<file path="src/sv/tlik_pkg.sv">
// shared constants, types and helpers for the two-link arm inverse kinematics block
package tlik_pkg;

    localparam int CORDIC_STAGES_DEF = 16;

    localparam int LEN_W    = 14;
    localparam int CRD_W    = 15;
    localparam int PAN_W    = 16;
    localparam int SH_W     = 17;
    localparam int EL_W     = 15;
    localparam int SQ_W     = 62;
    localparam int SQ_STEPS = 31;
    localparam int ROOT_W   = 31;
    localparam int CIN_W    = 32;
    localparam int CW       = 36;
    localparam int AW       = 34;
    localparam int TAB_N    = 32;

    localparam logic [LEN_W-1:0] UPPER_RST = 14'd4890;
    localparam logic [LEN_W-1:0] FORE_RST  = 14'd8020;

    localparam logic [0:0] REG_UPPER_ARM = 1'b0;
    localparam logic [0:0] REG_FOREARM   = 1'b1;

    localparam logic signed [CRD_W-1:0] SUB_X = 15'sd5120;
    localparam logic signed [CRD_W-1:0] SUB_Y = 15'sd7680;
    localparam logic [29:0] SUB_H2 = 30'd85196800;

    localparam logic signed [AW-1:0] Q30_PI      = 34'sd3373259426;
    localparam logic signed [AW-1:0] Q30_HALF_PI = 34'sd1686629713;

    localparam logic signed [17:0] OUT_PI = 18'sd25736;
    localparam logic signed [17:0] SH_MIN = -18'sd12868;
    localparam logic signed [17:0] SH_MAX = 18'sd38604;

    localparam logic [29:0] ATAN_TAB [TAB_N] = '{
        30'd843314856, 30'd497837829, 30'd263043836, 30'd133525158, 30'd67021686,
        30'd33543515, 30'd16775850, 30'd8388437, 30'd4194282, 30'd2097149,
        30'd1048575, 30'd524287, 30'd262143, 30'd131071, 30'd65535, 30'd32767,
        30'd16383, 30'd8191, 30'd4095, 30'd2047, 30'd1023, 30'd511, 30'd255,
        30'd127, 30'd63, 30'd31, 30'd15, 30'd8, 30'd4, 30'd2, 30'd1, 30'd0
    };

    // round q30 radians to 1/8192 rad
    function automatic logic signed [17:0] to_out(input logic signed [34:0] q);
        logic signed [34:0] t;
        t = q + 35'sd65536;
        return t[34:17];
    endfunction

    typedef struct packed {
        logic signed [14:0] x;
        logic signed [14:0] y;
        logic signed [14:0] z;
        logic signed [15:0] pan;
        logic [28:0]        xx;
        logic [28:0]        yy;
        logic [28:0]        zz;
        logic               flag;
        logic               pannz;
        logic [29:0]        h2;
        logic [29:0]        r2;
        logic signed [31:0] num3;
        logic signed [31:0] num2;
        logic               sz;
        logic               neg3;
        logic               neg2;
        logic [30:0]        mag3;
        logic [30:0]        mag2;
        logic [43:0]        plo;
        logic [41:0]        phi;
        logic [61:0]        den2;
        logic [29:0]        hh3;
        logic [30:0]        hl3;
        logic [31:0]        ll3;
        logic [29:0]        hh2;
        logic [30:0]        hl2;
        logic [31:0]        ll2;
        logic [61:0]        nsq3;
        logic [61:0]        nsq2;
        logic               sat3;
        logic               sat2;
        logic [61:0]        diff3;
        logic [61:0]        diff2;
    } front_t;

    typedef struct packed {
        logic signed [14:0] x;
        logic signed [14:0] y;
        logic signed [14:0] z;
        logic signed [15:0] pan;
        logic               flag;
        logic               pannz;
        logic signed [31:0] num3;
        logic signed [31:0] num2;
        logic               sz;
        logic               sat3;
        logic               sat2;
        logic               neg3;
        logic               neg2;
    } side_a_t;

    typedef struct packed {
        logic signed [15:0] pan;
        logic               flag;
        logic               pannz;
        logic               sz;
        logic               sat3;
        logic               sat2;
        logic               neg3;
        logic               neg2;
    } side_b_t;

endpackage

</file>
<file path="src/sv/tlik_sqrt_cell.sv">
// one digit step of the integer square root chain
module tlik_sqrt_cell #(
    parameter int BITEXP = 0
) (
    input  logic                     clk,
    input  logic                     en,
    input  logic [tlik_pkg::SQ_W-1:0] v_in,
    input  logic [tlik_pkg::SQ_W-1:0] res_in,
    output logic [tlik_pkg::SQ_W-1:0] v_out,
    output logic [tlik_pkg::SQ_W-1:0] res_out
);
    import tlik_pkg::*;

    localparam logic [SQ_W-1:0] BIT_VAL = {{(SQ_W-1){1'b0}}, 1'b1} << BITEXP;

    logic [SQ_W-1:0] trial;
    logic [SQ_W-1:0] v_next;
    logic [SQ_W-1:0] res_next;
    logic [SQ_W-1:0] v_reg;
    logic [SQ_W-1:0] res_reg;

    always_comb
    begin
        trial = res_in + BIT_VAL;
        if (v_in >= trial)
        begin
            v_next   = v_in - trial;
            res_next = (res_in >> 1) + BIT_VAL;
        end
        else
        begin
            v_next   = v_in;
            res_next = res_in >> 1;
        end
    end

    always_ff @(posedge clk)
    begin
        if (en)
        begin
            v_reg   <= v_next;
            res_reg <= res_next;
        end
    end

    assign v_out   = v_reg;
    assign res_out = res_reg;

endmodule

</file>
<file path="src/sv/tlik_sqrt.sv">
// chain of square root cells, one result bit per cell
module tlik_sqrt (
    input  logic                        clk,
    input  logic                        en,
    input  logic [tlik_pkg::SQ_W-1:0]   value,
    output logic [tlik_pkg::ROOT_W-1:0] root
);
    import tlik_pkg::*;

    logic [SQ_W-1:0] sv [0:SQ_STEPS];
    logic [SQ_W-1:0] sr [0:SQ_STEPS];

    assign sv[0] = value;
    assign sr[0] = '0;

    for (genvar g = 0; g < SQ_STEPS; g++)
    begin : g_cell
        tlik_sqrt_cell #(
            .BITEXP(2 * (SQ_STEPS - 1 - g))
        ) u_cell (
            .clk    (clk),
            .en     (en),
            .v_in   (sv[g]),
            .res_in (sr[g]),
            .v_out  (sv[g+1]),
            .res_out(sr[g+1])
        );
    end

    assign root = sr[SQ_STEPS][ROOT_W-1:0];

endmodule

</file>
<file path="config.mk">
export PLATFORM = sky130hd
export DESIGN_NAME = tlik_sqrt
export DESIGN_NICKNAME = d
export VERILOG_FILES = /design/src/sv/tlik_pkg.sv /design/src/sv/tlik_sqrt_cell.sv /design/src/sv/tlik_sqrt.sv
export SDC_FILE = /design/constraint.sdc
export NUM_CORES = 2
export LEC_CHECK = 0
export BUFFER_PORTS_ARGS = -buffer_cell sky130_fd_sc_hd__buf_4
export CAP_MARGIN = 40
export CORE_MARGIN = 2
export CORE_UTILIZATION = 58
export CTS_CLUSTER_DIAMETER = 50
export CTS_CLUSTER_SIZE = 40
export DETAILED_ROUTE_END_ITERATION = 8
export PLACE_DENSITY_LB_ADDON = 0.1
export SLEW_MARGIN = 15
export SYNTH_ARGS = -nofsm -noshare
export SYNTH_HDL_FRONTEND = slang
export SYNTH_SLANG_ARGS = --single-unit
</file>
<file path="constraint.sdc">
create_clock -name clk -period 3.33 [get_ports clk]
set_input_delay 0.1665 -clock clk [delete_from_list [all_inputs] [get_ports clk]]
set_output_delay 0.1665 -clock clk [all_outputs]
set_load 0.005 [all_outputs]
</file>
# == Word-level counts from Yosys, hierarchy flattened ==
# Index checks and enable logic that the tools add are counted.
# word_totals
wordCells,272
in_bits,64
out_inout_bits,31
regBits,3751
# op_classes
magnitude_cmp,31
add_sub_neg,90
n_mux,61
# op_table
cell,n
62-bit >= comparator,30
62-bit two-way mux,30
61-bit two-way mux,30
62-bit subtractor,29
61-bit by 11-bit adder with 62-bit output (second input constant),1
61-bit by 13-bit adder with 62-bit output (second input constant),1
61-bit by 15-bit adder with 62-bit output (second input constant),1
61-bit by 17-bit adder with 62-bit output (second input constant),1
61-bit by 19-bit adder with 62-bit output (second input constant),1
61-bit by 21-bit adder with 62-bit output (second input constant),1
61-bit by 23-bit adder with 62-bit output (second input constant),1
61-bit by 25-bit adder with 62-bit output (second input constant),1
61-bit by 27-bit adder with 62-bit output (second input constant),1
61-bit by 29-bit adder with 62-bit output (second input constant),1
61-bit by 3-bit adder with 62-bit output (second input constant),1
61-bit by 31-bit adder with 62-bit output (second input constant),1
61-bit by 33-bit adder with 62-bit output (second input constant),1
61-bit by 35-bit adder with 62-bit output (second input constant),1
61-bit by 37-bit adder with 62-bit output (second input constant),1
61-bit by 39-bit adder with 62-bit output (second input constant),1
61-bit by 41-bit adder with 62-bit output (second input constant),1
61-bit by 43-bit adder with 62-bit output (second input constant),1
61-bit by 45-bit adder with 62-bit output (second input constant),1
61-bit by 47-bit adder with 62-bit output (second input constant),1
43 further kinds,43

# == Logic depth before layout (Yosys ltp) ==
# logic_depth
word_depth,3
depth_mapped,16
ltp_nobuf,13

# == Hierarchy ==
# A second synthesis with hierarchy kept.
# hier_totals
hier_cells,32104
hier_area_um2,294605.0
# modules_own_cells
mod,area_per_inst_um2,instances,seq_area_each_um2,cells_per_inst
tlik_sqrt_cell (g_cell[29].u_cell),10719.0,1,3723.6,1210
tlik_sqrt_cell (g_cell[30].u_cell),10642.7,1,3723.6,1212
tlik_sqrt_cell (g_cell[27].u_cell),10364.9,1,3723.6,1174
tlik_sqrt_cell (g_cell[28].u_cell),10183.5,1,3723.6,1123
tlik_sqrt_cell (g_cell[24].u_cell),10152.2,1,3723.6,1163
tlik_sqrt_cell (g_cell[23].u_cell),10136.0,1,3723.6,1153
tlik_sqrt_cell (g_cell[21].u_cell),10124.7,1,3723.6,1149
tlik_sqrt_cell (g_cell[25].u_cell),10124.7,1,3723.6,1153
tlik_sqrt_cell (g_cell[26].u_cell),10008.3,1,3723.6,1126
tlik_sqrt_cell (g_cell[22].u_cell),9942.0,1,3723.6,1113
tlik_sqrt_cell (g_cell[20].u_cell),9765.6,1,3723.6,1091
tlik_sqrt_cell (g_cell[18].u_cell),9709.3,1,3723.6,1067
tlik_sqrt_cell (g_cell[17].u_cell),9650.5,1,3723.6,1010
tlik_sqrt_cell (g_cell[14].u_cell),9569.2,1,3723.6,981
18 more rows,--,--,--,--

# == Least setup slack after synthesis ==
# Ideal clock, no wire load.
# synth_path
path_kind,flip-flop to flip-flop
start,register g_cell[23].u_cell.v_reg[42]
end,"register g_cell[24].u_cell.v_reg[32], data pin"
t_arrival_ns,3.295
slack_ns,-0.225
path_stages_with_launch,11
setup_time_ns,0.260
required_ns,3.070
period_less_slack_ns,3.555
path_buffers,2
path_cell_list,edfxtp_1 > or4_4 > nor4_4 > or4b_1 > or3_4 > nor4_4 > and3b_1 > o211ai_2 > buf_6 > buf_6 > mux2_4
# synth_between
elab_chain_len,2
# synth_lines
item,line,rtl
start: declaration,tlik_sqrt_cell.sv:19,logic [SQ_W-1:0] v_reg;
start signal: assignment,tlik_sqrt_cell.sv:41,v_reg <= v_next;
62-bit >= comparator,tlik_sqrt_cell.sv:25,if (v_in >= trial)
62-bit two-way mux,tlik_sqrt_cell.sv:25,
via g_cell[24].u_cell.v_next[32],tlik_sqrt_cell.sv:17,logic [SQ_W-1:0] v_next;
end signal: assignment,tlik_sqrt_cell.sv:41,
end: declaration,tlik_sqrt_cell.sv:19,
# The timed path passes the listed nets, and every way through them passes these cells.
# A chain may end at the register's enable or synchronous reset.

# == Worst setup path after layout ==
# layout_path
start,register g_cell[23].u_cell.v_reg[44]
end,"register g_cell[24].u_cell.v_reg[50], data pin"
# layout_between
elab_chain_len,2
elab_cells_between_ends,3
classes_between,add/sub (1); order compare (1); mux (1)
# layout_lines
item,line
62-bit subtractor or 62-bit >= comparator (tied branches),"tlik_sqrt_cell.sv:27, tlik_sqrt_cell.sv:25"
62-bit two-way mux (*),tlik_sqrt_cell.sv:25
via g_cell[24].u_cell.v_next[50],tlik_sqrt_cell.sv:17
# The timed path passes the listed nets; every way through them passes the cells marked *.

==> results_dict.tcl <==
set metrics [dict create \
    slew_headroom 0.404 \
    met3WireLength_um 16100 \
    area_delta_synth_final_pct 24.0 \
    post-route-worst-setup-slack_ns -0.217 \
    r2r_end "g_cell[24].u_cell.v_out[50]" \
    synth_most_common_cell "edfxtp_1" \
    portBuffers 94 \
    grt_pass1_vias 76083 \
    status "complete, but fails checks" \
    fmax_mhz 282 \
    reg2reg_slack_ns -0.22 \
    rsz0062_at_grt "yes" \
    cp_data_arrival_time_ns 4.12 \
    firstDrtPassIters 5 \
    antenna_found_initial 4 \
    grt_max_degree 147 \
    syn_inst 8867 \
    synth_edf_count 2356 \
    crit_path_start "g_cell[23].u_cell.v_out[44]" \
    grt_pass1_wl_um 436000 \
    dr_total_vias 77406 \
    hold_viol_final 0 \
    gp_congestion 0.954 \
    wl_um 291000 \
    start_util 0.584 \
    synth_seq_area_share 0.629 \
    grt_overflow_total 0 \
    failed_checks "setup timing" \
    async_reset_ff_frac 0 \
    p_per_area_nw_per_um2 648 \
    synth_top_area_frac 0.629 \
    leakage_nw 54.3 \
    timing.setup.tns_ns -14.80 \
    yosys_warnings 0 \
    layout.nets 10977 \
    cp.required_ns 3.90 \
    wire_per_inst_um 22.2 \
    io_pins 95 \
    drc 0 \
    core_um2 193000 \
    routed.top_layer "met4" \
    syn-mean-instance-area_um2 12.7 \
    synth_cell_type_count 92 \
    total_power_mw 90.3 \
    cap_violations 0 \
    ys_seq_elements 2356 \
    cts-root-buf "clkbuf_16" \
    synthTopCellsByArea "edfxtp_1, ha_1, xnor2_1, xor2_1, a21oi_1" \
    wl_met2_um 148000 \
    synth_nets 9456 \
    viasPerCell 5.91 \
    clock-sinks 2356 \
    synth_common_cells "edfxtp_1, inv_1, nor2_1, nand2_1, a21oi_1" \
    die_w_um 444 \
    hold_class "input pin to flop" \
    worstMarginPinSlew_ns 0.893 \
    syn-cell-area_um2 112000 \
    place.detailed.hpwl_um 208000 \
    timing.rr.start "g_cell[23].u_cell.v_out[44]" \
    placed_cell_area_um2 124000 \
    path_class "flop to flop" \
    synth_top_area_cell "edfxtp_1" \
    endpoint "g_cell[24].u_cell.v_out[50]" \
    wl_met1_um 114000 \
    dr.first_iter.drc_count 6220 \
    cp-end-kind "flop" \
    die_area_um2 197000 \
    num_rows 161 \
    design_area_um2 139000 \
    synthFlopType "edfxtp_1" \
    h-tree-depth 4 \
    ir_drop_mv 0.566 \
    finalCriticalPeriod_ns 3.55 \
    die-height_um 444 \
    grt_use_total 0.286 \
    drtAntennaViolNets 0 \
    crit_path_start_kind "flop" \
    skew_ns 0.0562 \
    cts_tree "built" \
    reg2reg_depth 10 \
    slew_violations 0 \
    numCtsBuffers 206 \
    clk_pin_slew_worst_paths_ns 0.09 \
    final_layout_size_suffix_gt1_frac 0.232 \
    fin_crit_sh 1.07 \
    setup_viol 158 \
    worstSkewPairLatency_ns 0.88 \
    cp_max_fo 6 \
    clockBufferDepth 3 \
]
==> routing by layer <==
layer  up-vias  GRT usage
met4         0      0.116
met1     37986      0.354
met3       632     0.0390
met5         -          0
met2      2477      0.505
li1      36311          -
==> critical path, stage by stage, from the launching register on <==
cell and delay [ns]:
edfxtp_1 0.42, or4_4 0.58, nor4_4 0.17, or4b_4 0.50, or3_4 0.36, nor4_4 0.21, and3b_2 0.28, o211ai_4 0.13
and3b_2 0.30, nor4bb_4 0.17, xor2_1 0.18
==> kinds of logic (layout without fill, tap and decap cells) <==
| logic type | after synthesis | after routing | share of synthesized area |
|---|---|---|---|
| simple gates | 2592 | 2592 | 0.120 |
| flops | 2356 | 2356 | 0.629 |
| compound gates | 1659 | 1659 | 0.0915 |
| xor+xnor | 826 | 826 | 0.0643 |
| buf+inv | 822 | 2528 | 0.0280 |
| fa+ha+maj | 525 | 525 | 0.0584 |
| mux | 87 | 87 | 0.00863 |
| other cells | 0 | 3 | 0 |
==> worst min-delay path by stage <==
stage | startpoint | end | slack [ns] | cells past startpoint
2_1_floorplan | value[0] | g_cell[0].u_cell.v_out[0] | 0.27 | 0
5_1_grt | value[60] | g_cell[0].u_cell.v_out[60] | 0.29 | 4
6_report | value[60] | g_cell[0].u_cell.v_out[60] | 0.30 | 4
3_5_place_dp | value[37] | g_cell[0].u_cell.v_out[37] | 0.36 | 1
4_1_cts | value[60] | g_cell[0].u_cell.v_out[60] | 0.20 | 4
3_3_place_gp | value[38] | g_cell[0].u_cell.v_out[38] | 0.35 | 1
==> placed cells by master (no fill, tap or decap), types with 92 or more instances in the layout <==
cell type         n
edfxtp_1       2356
buf_4          1210
inv_1           640
nand2_1         534
ha_1            487
nor2_1          483
a21oi_1         479
xnor2_1         412
xor2_1          395
o21ai_0         346
nor4_1          260
clkbuf_16       216
a21o_1          203
nor3_1          169
nand4_1         154
nand3_1         135
dlygate4sd3_1   124
nand2b_1        105
o21a_1           92
==> where the power goes <==
group / leakage (nW) / switching [mW] / internal (mW)
Sequential: 22.7 / 3.25 / 37.6
Clock: 3.67 / 12.7 / 13.6
Combinational: 27.9 / 12.4 / 10.8
Total: 54.3 / 28.4 / 62.0
==> metrics by stage <==
step | worst slack (ns) | instances | hold slack [ns] | utilization
2_1_floorplan | -0.222 | 8867 | 0.265 | -
3_3_place_gp | -0.739 | 12411 | 0.355 | 0.646
3_5_place_dp | -0.912 | 12415 | 0.356 | 0.646
4_1_cts | -0.305 | 12988 | 0.201 | 0.707
5_1_grt | -0.342 | 13100 | 0.293 | 0.724
6_report | -0.217 | 13102 | 0.301 | 0.724
==> cell type report <==
class	count	area, µm²
clock inverters	176	2480
multi-input cells	5689	42700
well taps	2526	3160
diodes	3	7.51
repair buffers	1480	12700
inverters	655	2470
fillers	12655	53200
flip-flops and latches	2356	70700
clock buffers	217	5200
==> state kept, by name (all words and copies together), names as in the netlist <==
| register | flops |
|---|---|
| g_cell.u_cell.res_out | 496 |
| g_cell.u_cell.v_out | 1860 |
==> timing repair <==
action                                  CTS  global route
gates cloned                             10            12
endpoints found under the hold margin    97             0
hold buffers                            124             0
resized for setup                       466           483
pin swaps                               120           163
setup buffers                            53           106
endpoints found under the setup margin  476           558
No activity file was read; power rests on OpenSTA's default activity.
